$ cat src/sv/emfd_pkg.sv
// ----------------------------------------------------------------------------
// emfd_pkg
// Shared types and constants of the energy meter frame decoder.
// ----------------------------------------------------------------------------
package emfd_pkg;

  localparam int ACC_W       = 80;  // product / quotient width
  localparam int DVS_W       = 64;  // multiplier / divisor width
  localparam int CNT_W       = 7;
  localparam int FRAME_BYTES = 24;
  localparam int FIELD_N     = 7;

  localparam logic [7:0]  HDR_A      = 8'h55;
  localparam logic [7:0]  HDR_B      = 8'hF2;
  localparam logic [7:0]  SYNC_BYTE  = 8'h5A;
  localparam logic [19:0] MILLION    = 20'd1000000;
  localparam logic [41:0] ENERGY_DIV = 42'd3600000000000;

  localparam logic [1:0] REG_VCOEFF = 2'd0;
  localparam logic [1:0] REG_CCOEFF = 2'd1;
  localparam logic [1:0] REG_MINV   = 2'd2;

  typedef enum logic [1:0] {
    ALU_MUL = 2'b01,
    ALU_DIV = 2'b10
  } alu_op_t;

  typedef struct packed {
    alu_op_t            op;
    logic [CNT_W-1:0]   count;
    logic [ACC_W-1:0]   a;
    logic [DVS_W-1:0]   b;
  } alu_cmd_t;

  typedef struct packed {
    logic [23:0] vp;
    logic [23:0] vr;
    logic [23:0] cp;
    logic [23:0] cr;
    logic [23:0] pp;
    logic [23:0] pr;
    logic [23:0] tail;   // bytes 20, 21, 22
    logic        f2;
    logic [15:0] ovf;
  } frame_t;

  typedef struct packed {
    logic        frame_ok;
    logic [19:0] voltage;
    logic [19:0] current;
    logic [19:0] power;
    logic [19:0] pf;
    logic [19:0] energy;
    logic        dz;
  } result_t;

endpackage

$ cat src/sv/emfd_alu.sv
// ----------------------------------------------------------------------------
// emfd_alu
// Shared shift-add multiplier and restoring divider, one bit per cycle.
// ----------------------------------------------------------------------------
module emfd_alu (
  input  logic                    clk,
  input  logic                    rst,
  input  logic                    start,
  input  emfd_pkg::alu_cmd_t      cmd,
  output logic                    done,
  output logic [emfd_pkg::ACC_W-1:0] res,
  output logic [emfd_pkg::DVS_W-1:0] rem
);
  import emfd_pkg::*;

  alu_cmd_t         cmd_q;
  logic [CNT_W-1:0] k;
  logic             run;
  logic [ACC_W-1:0] acc;
  logic [DVS_W-1:0] rem_q;
  logic [DVS_W:0]   trial;
  logic             ge;
  logic             bit_b;

  assign bit_b = cmd_q.b[k[5:0]];
  assign trial = {rem_q, cmd_q.a[k]};
  assign ge    = trial >= {1'b0, cmd_q.b};

  always_ff @(posedge clk) begin
    if (rst) begin
      run  <= 1'b0;
      done <= 1'b0;
    end else begin
      done <= run && (k == '0);
      if (start) begin
        run <= 1'b1;
      end else if (run && (k == '0)) begin
        run <= 1'b0;
      end
    end
  end

  always_ff @(posedge clk) begin
    if (start) begin
      cmd_q <= cmd;
      k     <= cmd.count - CNT_W'(1);
      acc   <= '0;
      rem_q <= '0;
    end else if (run) begin
      k <= k - CNT_W'(1);
      if (cmd_q.op == ALU_MUL) begin
        acc <= {acc[ACC_W-2:0], 1'b0} + (bit_b ? cmd_q.a : '0);
      end else begin
        acc   <= {acc[ACC_W-2:0], ge};
        rem_q <= ge ? DVS_W'(trial - {1'b0, cmd_q.b}) : trial[DVS_W-1:0];
      end
    end
  end

  assign res = acc;
  assign rem = rem_q;

  a_no_restart: assert property (@(posedge clk) disable iff (rst) start |-> !run)
    else $error("alu started while busy");
  a_done_after_run: assert property (@(posedge clk) disable iff (rst) done |-> $past(run))
    else $error("alu done without a run");
  a_rem_below: assert property (@(posedge clk) disable iff (rst)
      (done && cmd_q.op == ALU_DIV && cmd_q.b != '0) |-> (rem_q < cmd_q.b))
    else $error("remainder not below divisor");

endmodule

$ cat src/sv/emfd_seq.sv
// ----------------------------------------------------------------------------
// emfd_seq
// Sequencer that walks the measurement arithmetic through the shared alu.
// ----------------------------------------------------------------------------
module emfd_seq (
  input  logic              clk,
  input  logic              rst,
  input  logic              start,
  input  emfd_pkg::frame_t  frm,
  input  logic [15:0]       vcoeff,
  input  logic [15:0]       ccoeff,
  input  logic [19:0]       minv,
  output logic              done,
  output emfd_pkg::result_t rslt
);
  import emfd_pkg::*;

  typedef enum logic [2:0] {
    S_IDLE  = 3'b001,
    S_ISSUE = 3'b010,
    S_WAIT  = 3'b100
  } seq_state_t;

  typedef enum logic [4:0] {
    ST_VMUL  = 5'd0,
    ST_VDIV  = 5'd1,
    ST_IMUL  = 5'd2,
    ST_IDIV  = 5'd3,
    ST_PMUL  = 5'd4,
    ST_PDIV  = 5'd5,
    ST_VIMUL = 5'd6,
    ST_PFMUL = 5'd7,
    ST_PFDIV = 5'd8,
    ST_CMUL  = 5'd9,
    ST_EMUL  = 5'd10,
    ST_EDIV  = 5'd11,
    ST_VMOD  = 5'd12,
    ST_IMOD  = 5'd13,
    ST_PMOD  = 5'd14,
    ST_PFMOD = 5'd15,
    ST_EMOD  = 5'd16
  } step_t;

  seq_state_t       state;
  step_t            step;
  alu_cmd_t         cmd;
  logic             alu_start;
  logic             alu_done;
  logic [ACC_W-1:0] alu_res;
  logic [DVS_W-1:0] alu_rem;

  logic [ACC_W-1:0] t;
  logic [39:0]      v;
  logic [39:0]      i;
  logic [39:0]      p;
  logic [63:0]      vi;
  logic             pf_bad;
  logic [59:0]      pf;
  logic [31:0]      e;
  logic             dz;
  logic             pzero;
  logic [39:0]      vout;

  assign pzero     = frm.f2 && !frm.tail[20];
  assign vout      = (v < 40'(minv)) ? '0 : v;
  assign alu_start = (state == S_ISSUE);

  always_comb begin
    cmd.op    = ALU_DIV;
    cmd.count = CNT_W'(40);
    cmd.a     = t;
    cmd.b     = DVS_W'(MILLION);
    case (step)
      ST_VMUL: begin
        cmd.op = ALU_MUL; cmd.count = CNT_W'(16);
        cmd.a = ACC_W'(frm.vp); cmd.b = DVS_W'(vcoeff);
      end
      ST_VDIV:  cmd.b = DVS_W'(frm.vr);
      ST_IMUL: begin
        cmd.op = ALU_MUL; cmd.count = CNT_W'(16);
        cmd.a = ACC_W'(frm.cp); cmd.b = DVS_W'(ccoeff);
      end
      ST_IDIV:  cmd.b = DVS_W'(frm.cr);
      ST_PMUL: begin
        cmd.op = ALU_MUL; cmd.count = CNT_W'(16);
        cmd.a = ACC_W'(frm.pp); cmd.b = DVS_W'(vcoeff);
      end
      ST_PDIV:  cmd.b = DVS_W'(frm.pr);
      ST_VIMUL: begin
        cmd.op = ALU_MUL; cmd.count = CNT_W'(40);
        cmd.a = ACC_W'(v); cmd.b = DVS_W'(i);
      end
      ST_PFMUL: begin
        cmd.op = ALU_MUL; cmd.count = CNT_W'(20);
        cmd.a = ACC_W'(p); cmd.b = DVS_W'(MILLION);
      end
      ST_PFDIV: begin
        cmd.count = CNT_W'(60); cmd.b = vi;
      end
      ST_CMUL: begin
        cmd.op = ALU_MUL; cmd.count = CNT_W'(24);
        cmd.a = ACC_W'({frm.ovf, frm.tail[15:0]}); cmd.b = DVS_W'(frm.pp);
      end
      ST_EMUL: begin
        cmd.op = ALU_MUL; cmd.count = CNT_W'(16); cmd.b = DVS_W'(vcoeff);
      end
      ST_EDIV: begin
        cmd.count = CNT_W'(72); cmd.b = DVS_W'(ENERGY_DIV);
      end
      ST_VMOD:  cmd.a = ACC_W'(vout);
      ST_IMOD:  cmd.a = ACC_W'(i);
      ST_PMOD:  cmd.a = pzero ? '0 : ACC_W'(p);
      ST_PFMOD: begin
        cmd.count = CNT_W'(60); cmd.a = pzero ? '0 : ACC_W'(pf);
      end
      ST_EMOD: begin
        cmd.count = CNT_W'(32); cmd.a = ACC_W'(e);
      end
      default: cmd.count = CNT_W'(40);
    endcase
  end

  emfd_alu u_alu (
    .clk   (clk),
    .rst   (rst),
    .start (alu_start),
    .cmd   (cmd),
    .done  (alu_done),
    .res   (alu_res),
    .rem   (alu_rem)
  );

  always_ff @(posedge clk) begin
    if (rst) begin
      state <= S_IDLE;
      step  <= ST_VMUL;
      done  <= 1'b0;
    end else begin
      done <= 1'b0;
      case (state)
        S_IDLE: begin
          if (start) begin
            state <= S_ISSUE;
            step  <= ST_VMUL;
          end
        end
        S_ISSUE: state <= S_WAIT;
        S_WAIT: begin
          if (alu_done) begin
            if (step == ST_EMOD) begin
              state <= S_IDLE;
              done  <= 1'b1;
            end else begin
              state <= S_ISSUE;
              step  <= step_t'(step + 5'd1);
            end
          end
        end
        default: state <= S_IDLE;
      endcase
    end
  end

  // writeback of each step
  always_ff @(posedge clk) begin
    if (start && state == S_IDLE) begin
      dz <= 1'b0;
    end else if (state == S_WAIT && alu_done) begin
      case (step)
        ST_VDIV: begin
          v  <= (frm.vr == '0) ? '0 : alu_res[39:0];
          dz <= dz | (frm.vr == '0);
        end
        ST_IDIV: begin
          i  <= (frm.cr == '0) ? '0 : alu_res[39:0];
          dz <= dz | (frm.cr == '0);
        end
        ST_PDIV: begin
          p  <= (frm.pr == '0) ? '0 : alu_res[39:0];
          dz <= dz | (frm.pr == '0);
        end
        ST_VIMUL: begin
          vi     <= alu_res[63:0];
          pf_bad <= (v == '0) || (i == '0) || (alu_res[79:64] != '0);
          dz     <= dz | (v == '0) | (i == '0);
        end
        ST_PFDIV: pf <= pf_bad ? '0 : alu_res[59:0];
        ST_EDIV:  e  <= alu_res[31:0];
        ST_VMOD:  rslt.voltage <= alu_rem[19:0];
        ST_IMOD:  rslt.current <= alu_rem[19:0];
        ST_PMOD:  rslt.power   <= alu_rem[19:0];
        ST_PFMOD: rslt.pf      <= alu_rem[19:0];
        ST_EMOD: begin
          rslt.energy   <= alu_rem[19:0];
          rslt.dz       <= dz;
          rslt.frame_ok <= 1'b1;
        end
        default: t <= alu_res;
      endcase
    end
  end

endmodule

$ cat src/sv/energy_meter_frame_decoder_top.sv
// ----------------------------------------------------------------------------
// energy_meter_frame_decoder_top
// Meter frame hunt, checksum and capture, register port and result buffer.
// ----------------------------------------------------------------------------
//  channel | signals                            | direction
//  --------+------------------------------------+----------
//  in      | in_valid, in_ready, rx_byte        | request in
//  out     | out_valid, out_ready, result flds  | request out
//  apb     | psel, penable, pwrite, paddr, ...  | register port
//
//  non-final bytes take one cycle each, but none are taken while a result waits
//  a good frame runs after its checksum byte as 17 serial
//  multiply and divide steps through the one shared alu, one bit a cycle
//  a bad checksum skips the sequencer; its all-zero request waits in T_HOLD for the output register
//  in_ready is low from the checksum byte until the result enters the
//  output register; rst is synchronous and clears all control state
module energy_meter_frame_decoder_top (
  input  logic        clk,
  input  logic        rst,
  input  logic        in_valid,
  output logic        in_ready,
  input  logic [7:0]  rx_byte,
  output logic        out_valid,
  input  logic        out_ready,
  output logic        frame_ok,
  output logic [19:0] voltage_milli,
  output logic [19:0] current_milli,
  output logic [19:0] power_milli,
  output logic [19:0] power_factor_milli,
  output logic [19:0] energy_milli,
  output logic        divide_zero,
  input  logic        psel,
  input  logic        penable,
  input  logic        pwrite,
  input  logic [3:0]  paddr,
  input  logic [31:0] pwdata,
  output logic [31:0] prdata,
  output logic        pready
);
  import emfd_pkg::*;

  typedef enum logic [2:0] {
    H_HUNT  = 3'b001,
    H_HDR   = 3'b010,
    H_FRAME = 3'b100
  } hunt_t;

  typedef enum logic [2:0] {
    T_IDLE = 3'b001,
    T_CALC = 3'b010,
    T_HOLD = 3'b100
  } top_state_t;

  logic [15:0] vcoeff;
  logic [15:0] ccoeff;
  logic [19:0] minv;

  hunt_t       hunt;
  top_state_t  state;
  logic [4:0]  byte_index;
  logic [7:0]  check_sum;
  logic        header_f2;
  logic [23:0] fields [FIELD_N];
  logic [2:0]  fk;
  logic [1:0]  fph;
  logic        last_pulse;
  logic [15:0] ovf;
  logic        bad;

  logic        accept;
  logic        is_hdr;
  logic        last_byte;
  logic        seq_start;
  logic        seq_done;
  frame_t      frm;
  result_t     rslt;
  logic        load_out;

  assign accept    = in_valid && in_ready;
  assign in_ready  = (state == T_IDLE);
  assign is_hdr    = (rx_byte == HDR_A) || (rx_byte == HDR_B);
  assign last_byte = (byte_index == 5'(FRAME_BYTES - 1));
  assign seq_start = accept && hunt == H_FRAME && last_byte && check_sum == rx_byte;

  // register port
  assign pready = 1'b1;
  always_ff @(posedge clk) begin
    if (rst) begin
      vcoeff <= 16'd3006;
      ccoeff <= 16'd1000;
      minv   <= 20'd2000;
    end else if (psel && penable && pwrite) begin
      case (paddr[3:2])
        REG_VCOEFF: vcoeff <= pwdata[15:0];
        REG_CCOEFF: ccoeff <= pwdata[15:0];
        REG_MINV:   minv   <= pwdata[19:0];
        default:    ;
      endcase
    end
  end

  always_comb begin
    case (paddr[3:2])
      REG_VCOEFF: prdata = 32'(vcoeff);
      REG_CCOEFF: prdata = 32'(ccoeff);
      REG_MINV:   prdata = 32'(minv);
      default:    prdata = '0;
    endcase
  end

  // header hunt and frame capture
  always_ff @(posedge clk) begin
    if (rst) begin
      hunt       <= H_HUNT;
      byte_index <= '0;
      check_sum  <= '0;
      header_f2  <= 1'b0;
      fk         <= '0;
      fph        <= '0;
      last_pulse <= 1'b0;
      ovf        <= '0;
    end else if (accept) begin
      case (hunt)
        H_HDR: begin
          if (rx_byte == SYNC_BYTE) begin
            hunt       <= H_FRAME;
            byte_index <= 5'd2;
            check_sum  <= '0;
            fk         <= '0;
            fph        <= '0;
          end else if (is_hdr) begin
            header_f2 <= (rx_byte == HDR_B);
          end else begin
            hunt <= H_HUNT;
          end
        end
        H_FRAME: begin
          if (!last_byte) begin
            check_sum  <= check_sum + rx_byte;
            byte_index <= byte_index + 5'd1;
            if (fph == 2'd2) begin
              fph <= '0;
              fk  <= fk + 3'd1;
            end else begin
              fph <= fph + 2'd1;
            end
          end else begin
            hunt       <= H_HUNT;
            byte_index <= '0;
            check_sum  <= '0;
            // pulse overflow toggle, good frames only
            if (check_sum == rx_byte && fields[6][23] != last_pulse) begin
              last_pulse <= fields[6][23];
              ovf        <= ovf + 16'd1;
            end
          end
        end
        default: begin
          if (is_hdr) begin
            hunt      <= H_HDR;
            header_f2 <= (rx_byte == HDR_B);
          end else begin
            hunt <= H_HUNT;
          end
        end
      endcase
    end
  end

  always_ff @(posedge clk) begin
    if (accept && hunt == H_FRAME && !last_byte) begin
      fields[fk] <= {fields[fk][15:0], rx_byte};
    end
  end

  assign frm.vp   = fields[0];
  assign frm.vr   = fields[1];
  assign frm.cp   = fields[2];
  assign frm.cr   = fields[3];
  assign frm.pp   = fields[4];
  assign frm.pr   = fields[5];
  assign frm.tail = fields[6];
  assign frm.f2   = header_f2;
  assign frm.ovf  = ovf;

  emfd_seq u_seq (
    .clk    (clk),
    .rst    (rst),
    .start  (seq_start),
    .frm    (frm),
    .vcoeff (vcoeff),
    .ccoeff (ccoeff),
    .minv   (minv),
    .done   (seq_done),
    .rslt   (rslt)
  );

  // result hand-off to the output register
  assign load_out = (state == T_HOLD) && (!out_valid || out_ready);

  always_ff @(posedge clk) begin
    if (rst) begin
      state     <= T_IDLE;
      bad       <= 1'b0;
      out_valid <= 1'b0;
    end else begin
      case (state)
        T_IDLE: begin
          if (accept && hunt == H_FRAME && last_byte) begin
            bad   <= (check_sum != rx_byte);
            state <= (check_sum == rx_byte) ? T_CALC : T_HOLD;
          end
        end
        T_CALC: begin
          if (seq_done) begin
            state <= T_HOLD;
          end
        end
        T_HOLD: begin
          if (load_out) begin
            state <= T_IDLE;
          end
        end
        default: state <= T_IDLE;
      endcase
      if (load_out) begin
        out_valid <= 1'b1;
      end else if (out_ready) begin
        out_valid <= 1'b0;
      end
    end
  end

  always_ff @(posedge clk) begin
    if (load_out) begin
      frame_ok           <= bad ? 1'b0 : rslt.frame_ok;
      voltage_milli      <= bad ? '0 : rslt.voltage;
      current_milli      <= bad ? '0 : rslt.current;
      power_milli        <= bad ? '0 : rslt.power;
      power_factor_milli <= bad ? '0 : rslt.pf;
      energy_milli       <= bad ? '0 : rslt.energy;
      divide_zero        <= bad ? 1'b0 : rslt.dz;
    end
  end

  a_done_in_calc: assert property (@(posedge clk) disable iff (rst)
      seq_done |-> state == T_CALC)
    else $error("sequencer finished outside a calculation");
  a_end_blocks: assert property (@(posedge clk) disable iff (rst)
      (accept && hunt == H_FRAME && last_byte) |=> !in_ready)
    else $error("input still open after checksum byte");
  a_bad_zero: assert property (@(posedge clk) disable iff (rst)
      (out_valid && !frame_ok) |-> (voltage_milli == '0 && energy_milli == '0 && !divide_zero))
    else $error("bad frame request carries data");

endmodule
$ cat config.mk
export PLATFORM = sky130hd
export DESIGN_NAME = energy_meter_frame_decoder_top
export DESIGN_NICKNAME = d
export VERILOG_FILES = /design/src/sv/emfd_pkg.sv /design/src/sv/emfd_alu.sv /design/src/sv/emfd_seq.sv /design/src/sv/energy_meter_frame_decoder_top.sv
export SDC_FILE = /design/constraint.sdc
export NUM_CORES = 2
export LEC_CHECK = 0
export ABC_AREA = 0
export BUFFER_PORTS_ARGS = -buffer_cell sky130_fd_sc_hd__buf_2
export CAP_MARGIN = 20
export CORE_MARGIN = 2
export CORE_UTILIZATION = 40
export CTS_CLUSTER_SIZE = 24
export DETAILED_ROUTE_END_ITERATION = 7
export HOLD_SLACK_MARGIN = 0.02
export PLACE_DENSITY = 0.52
export SETUP_SLACK_MARGIN = 0.15
export SYNTH_ARGS = -nofsm -noshare
export SYNTH_HDL_FRONTEND = slang
export SYNTH_SLANG_ARGS = --single-unit
export TNS_END_PERCENT = 30
$ cat constraint.sdc
create_clock -name clk -period 12.8 [get_ports clk]
set_input_delay 0.64 -clock clk [delete_from_list [all_inputs] [get_ports clk]]
set_output_delay 0.64 -clock clk [all_outputs]
set_load 0.02 [all_outputs]
## After elaboration in Yosys (flattened, before gate mapping)

Memory sizes are Yosys's and may differ from the RTL's. A register that Yosys moved wholly into a read port is not among the register bits.
Index checks and enable logic that the tools add are counted.
W data, S select, Z words.

- Register bits: 965
- Bits in writable memories: 168
- Input port bits: 51
- Output and inout port bits: 137
- Logic and storage cells: 250
- Memories kept: 1

- Add/subtract/negate cells: 10
- $lt $le $gt $ge: 4
- Equality and inequality tests: 47
- Multiplexer cells: 62
- Bitwise logic cells: 11
- Reductions and logical operators: 68

Memory list:

| memory | depth | width | read ports | clocked after memory_dff | write ports | line | RTL |
|---|---|---|---|---|---|---|---|
| fields | 7 | 24 | 8 | 1 | 1 | energy_meter_frame_decoder_top.sv:63 | `logic [23:0] fields [FIELD_N];` |

Operator list:

| kind | number |
|---|---|
| $pmux W80 S11 | 1 |
| $pmux W64 S9 | 1 |
| $mux W80 | 2 |
| $add A80 B80 Y80 | 1 |
| $logic_not A40 Y1 | 2 |
| $mux W40 | 2 |
| $logic_not A24 Y1 | 3 |
| $ge A65 B64 Y1 | 1 |
| $mux W64 | 1 |
| $sub A64 B64 Y64 | 1 |
| $mux W60 | 1 |
| $pmux W20 S3 | 1 |
| $reduce_and A3 Y1 | 16 |
| $mux W3 | 14 |
| $pmux W7 S6 | 1 |
| $eq A5 B4 Y1 const B | 8 |
| $lt A40 B20 Y1 | 1 |
| $mux W5 | 5 |
| $eq A5 B3 Y1 const B | 4 |
| $pmux W5 S2 | 2 |
| $pmux W3 S3 | 2 |
| $add A16 B1 Y16 const B | 1 |
| $eq A8 B7 Y1 const B | 2 |
| $mux W8 | 2 |
| other kinds (51) | 127 |

## Logic depth before layout (Yosys ltp)

- Depth in word-level cells: 8
- Depth in mapped cells: 26
- Depth with buffers taken out: 23

## Hierarchy

From an unflattened synthesis, not the netlist that was laid out.

- Cell total of the unflattened synthesis: 5012
- Area, all modules: 57371.3 µm²

Modules (own cells, without submodules):

| module | instances | cells each | area each (µm²) | sequential area each (µm²) |
|---|---|---|---|---|
| emfd_alu | 1 | 2436 | 21610.7 | 7517.2 |
| emfd_seq | 1 | 1512 | 20688.6 | 13953.4 |
| energy_meter_frame_decoder_top | 1 | 1064 | 15072.0 | 10570.1 |

## Least setup slack after synthesis

Ideal clock, no wire load.

- Path type: flip-flop to flip-flop
- Start point: reg u_seq.state[0]
- End point: reg u_seq.u_alu.cmd_q[0] (netlist bit), enable pin
- Setup time: 567 ps
- Arrival: 5320 ps
- Required time: 12233 ps
- Path slack: 6913 ps
- Cell stages (with the launch flop): 7
- Path buffers: 3
- Clock period less this slack: 5887 ps
- Path through: dfxtp_1 > inv_1 > nand3_1 > inv_1 > clkbuf_1 > clkbuf_1 > buf_1

- Longest elaborated chain between the ends: 1

RTL lines:

| item | line | RTL |
|---|---|---|
| start: declaration | emfd_seq.sv:44 | `seq_state_t state;` |
| start signal: assignment | emfd_seq.sv:135 | `state <= S_IDLE;` |
| start signal: assignment | emfd_seq.sv:143 | `state <= S_ISSUE;` |
| start signal: assignment | emfd_seq.sv:147 | `S_ISSUE: state <= S_WAIT;` |
| $eq A3 B2 Y1 | emfd_seq.sv:66 | `assign alu_start = (state == S_ISSUE);` |
| named net u_seq.alu_start | emfd_seq.sv:47 | `logic alu_start;` |
| end signal: assignment | emfd_alu.sv:45 | `cmd_q <= cmd;` |
| end: declaration | emfd_alu.sv:16 | `alu_cmd_t cmd_q;` |

The timed path passes the listed nets, and every way through them passes these cells.
A chain may end at the register's enable or synchronous reset.

## Worst setup path after layout

- Start point: reg u_seq.u_alu.k[1]
- End point: reg u_seq.u_alu.rem_q[16], in the netlist u_seq.u_alu.rem[16]

- Longest elaborated chain between the ends: 4
- Elaborated cells between the ends (all ways): 5
- Classes of those cells: add/sub: 1; order compare: 1; mux: 3

RTL lines:

| item | line | RTL |
|---|---|---|
| start: declaration | emfd_alu.sv:17 | `logic [CNT_W-1:0] k;` |
| start signal: assignment | emfd_alu.sv:46 | `k <= cmd.count - CNT_W'(1);` |
| start signal: assignment | emfd_alu.sv:50 | `k <= k - CNT_W'(1);` |
| $bmux W1 S7 * | emfd_alu.sv:26 | `assign trial = {rem_q, cmd_q.a[k]};` |
| $mux W1 (not written as such) * | emfd_alu.sv:26 |  |
| $sub A64 B64 Y64 / $ge A65 B64 Y1 (equally long branches) | emfd_alu.sv:55, emfd_alu.sv:27 |  |
| $mux W64 * | emfd_alu.sv:55 | `rem_q <= ge ? DVS_W'(trial - {1'b0, cmd_q.b}) : trial[DVS_W-1:0];` |
| end signal: assignment | emfd_alu.sv:55 |  |
| end: declaration | emfd_alu.sv:20 | `logic [DVS_W-1:0] rem_q;` |

Mark *: on every way between the ends. The rest lies on a longest branch, timed or not. The select of a mux whose other input is x is not followed.

==> summary.md <==
| Metric | Value |
|---|---|
| Tot GR Track Use | `0.243` |
| Slew margin rel. | `0.209` |
| Post-synthesis cell area | `55,500 um2` |
| Slowest cell on the critical path | `edfxtp_1` |
| Area Overhead vs Synth | `12.4%` |
| H-tree Lvls | `4` |
| Synth unique cells | `82` |
| Max-Cap Viols | `0` |
| # nets final | `5,173` |
| DRC viols | `0` |
| I/O pins | `188` |
| Critical path class | `reg -> reg` |
| Worst Reg-to-Reg Cells | `20` |
| Final setup vio count | `0` |
| Commonest non-fill, non-tap cells in the layout | `891 x edfxtp_1, 474 x nand2_1, 324 x a21oi_1, 307 x nor2_1, 297 x nor2b_1` |
| Cell count after synthesis | `4,880` |
| Max frequency | `122 MHz` |
| Outcome | `finished clean` |
| Avg WL per Cell | `25.6 um` |
| Worst path cell trace | `buf_4 -> mux4_2 -> mux4_2 -> mux4_2 -> nor2b_1 -> a31oi_1 -> ha_1 -> nor2b_1 -> o31a_1 -> o211ai_1 -> a211oi_1 -> a21oi_1 -> a31oi_1 -> a31oi_1 -> o31a_2 -> buf_4 -> buf_4 -> nor2_1 -> a211oi_1 -> nor3_1` |
| RSZ-0062 raised after global routing | `false` |
| CP Capture Type | `flip-flop` |
| # diodes | `0` |
| Number of buffers and inverters on the critical path | `3` |
| Critical Path Start Type | `flip-flop` |
| Min-Delay Path Class | `in -> reg` |
| Hold depth | `3` |
| CTS tree | `built` |
| Clock slew at reported path FFs | `0.06 ns` |
| Die H | `376 um` |
| Die Span X | `376 um` |
| Clock Latency Late Sink | `0.78 ns` |
| CTS buffer count | `130` |
| DPL Wire Length | `118,000 um` |
| First drt pass iteration count | `8` |
| Multi-input logic area | `22,000 um2` |
| Design Area, Final | `62,300 um2` |
| Seq/Total Area, Yosys | `0.575` |
| Core area | `137,000 um2` |
| Initial Utilization | `0.403` |
| Initial antenna violation count | `9` |
| RR Endpoint | `u_seq.u_alu.rem[16]` |
| R2R setup slack | `4.62 ns` |
| Dominant cells by area after synthesis | `edfxtp_1 48%, dfxtp_1 9.2%, ha_1 4.0%` |
| Most common cell after layout, fill and taps aside | `edfxtp_1` |
| Worst Tran Pin Value | `1.19 ns` |
| CP max FO | `55` |
| CTS sink cnt | `1,146` |
| Layout cell share with drive strength beyond 1 | `0.114` |
| Gr ovfl total | `0` |
| Via-per-instance ratio | `5.82` |
| Seq cells post-synth | `1,146` |
| # resized after CTS | `0` |
| Most used DFF post-synth | `edfxtp_1` |
| Post-synth EDFFs | `891` |
| Total die area | `142,000 um2` |
| Routed Antenna Nets | `0` |
| Power Dens Cells | `127 nW/um2` |
| P_leak | `22.3 nW` |
| Worst vdd ir | `138 uV` |
| Yosys top cell area share | `0.483` |
| Global-route wire length before repair | `256,000 um` |
| DR iter-0 viols | `4,448` |
| CTS Root Cell | `clkbuf_16` |
| Pin count of the biggest net entering global routing | `91` |
| Hold Vio Cnt, Final | `0` |
| Area after DPL | `58,000 um2` |
| Share of synthesized registers carrying an async set or reset | `0` |
| DR vias | `39,800` |
| Ys Warns | `0` |
| Post-CTS Hold Fix Bufs | `0` |
| Hold Path Sink | `ccoeff[3]` |
| Slew Viols, Final | `0` |
| Post-Route WL | `175,000 um` |
| Sequential Area | `31,900 um2` |
| Largest delay share family, worst path | `compound AO/OA/AOI/OAI gates` |
| Area leader, netlist | `edfxtp_1` |
| GPL Wtd Cong | `0.916` |
| Hold_sp | `pwdata[3]` |
| Slowest cell delay on critical path | `0.71 ns` |
| Clock buffer depth | `3` |
| Setup TNS | `0 ns` |
| R2R Path Start | `u_seq.u_alu.k[1]` |
| Row count | `136` |
| Worst Path Arrival | `8.80 ns` |
| Fillers | `12,800` |
| Final min period | `8.18 ns` |
| Port bufs | `160` |
| Mean area per synthesized cell | `11.4 um2` |
| Number of global-route vias before repair | `37,600` |
| Data required, critical path | `13.42 ns` |
| Final period util | `0.639` |
| Setup bufs post-CTS | `0` |
| Skew final | `0.0293 ns` |
power by group:
| part | internal, mW | total, mW | leakage, nW | switching (mW) |
|---|---|---|---|---|
| Combinational | 0.0683 | 0.176 | 10.3 | 0.108 |
| Sequential | 3.98 | 4.01 | 9.96 | 0.0299 |
| Clock | 2.12 | 3.71 | 2.04 | 1.59 |
sequential cells by signal (all words and copies together) (netlist names), 32 cells and up, named ones only:
name               flops
u_seq.v               40
fields               178
u_seq.rslt           101
u_seq.pf              60
u_seq.u_alu.rem       64
u_seq.t               80
u_seq.u_alu.cmd_q    146
u_seq.i               40
u_seq.vi              64
u_seq.u_alu.res       80
u_seq.p               40
u_seq.e               32
cell usage after synthesis (all sizes together), types with 99 or more instances:
cell      n
ha      177
xnor2   100
o21ai   212
dfxtp   255
and2    136
nand3    99
clkbuf  266
edfxtp  891
a21oi   324
nor2    320
nand2   474
inv     141
nor2b   300
a22oi   117
a21o     99
worst max-delay path by stage:
stage,startpoint,endpoint,slack (ns),depth (start not counted)
4_1_cts,u_seq.u_alu.k[1],u_seq.u_alu.rem[16],4.54,20
3_5_place_dp,u_seq.u_alu.k[1],u_seq.u_alu.rem[16],4.57,20
5_1_grt,u_seq.u_alu.k[1],u_seq.u_alu.rem[16],4.14,20
3_3_place_gp,u_seq.u_alu.k[1],u_seq.u_alu.rem[2],4.74,20
2_1_floorplan,u_seq.state[0],u_seq.u_alu.cmd_q[0],6.91,6
6_report,u_seq.u_alu.k[1],u_seq.u_alu.rem[16],4.62,20
worst register-to-register path, cell delays in order (launching register included):
cell and delay (ns):
edfxtp_1 0.71, buf_4 0.58, mux4_2 0.50, mux4_2 0.61
mux4_2 0.49, nor2b_1 0.14, a31oi_1 0.43, ha_1 0.30
nor2b_1 0.07, o31a_1 0.30, o211ai_1 0.27, a211oi_1 0.15
a21oi_1 0.41, a31oi_1 0.36, a31oi_1 0.54, o31a_2 0.66
buf_4 0.40, buf_4 0.62, nor2_1 0.17, a211oi_1 0.28
nor3_1 0.07
metal layers:
metal	part of all wire	wire, um	up-vias	global-route usage
li1	-	-	18300	-
met1	0.45	78300	19700	0.347
met2	0.44	76700	1531	0.364
met3	0.087	15300	236	0.0586
met4	0.026	4620	4	0.0732
met5	0.00018	31	-	0
cell families after synthesis:
family	after synthesis	share of synthesized area
mux	128	0.0387
xor+xnor	165	0.0261
fa+ha+maj	180	0.0410
compound gates	1179	0.143
other cells	2	0.000135
buf+inv	458	0.0322
simple gates	1622	0.145
flops	1146	0.575
area by class of cell:
class,count,share of cell area
clock buffer,176,0.0571
timing repair buffer,235,0.0220
tap,1794,0.0360
sequential,1146,0.512
clock inverter,60,0.0110
inverter,142,0.00868
multi-input combinational,3287,0.354
through the flow:
stage	cells	hold slack [ns]	util	setup WS [ns]	power, mW
floorplan	4891	0.409	-	6.91	4.20
global placement	6600	0.456	0.422	4.74	4.26
finish	6840	0.138	0.453	4.62	7.90
CTS	6837	0.0793	0.453	4.54	7.96
global route	6840	0.106	0.453	4.14	8.12
detailed placement	6601	0.468	0.422	4.57	4.26
Note: power is estimated with default switching activity, not from simulation.
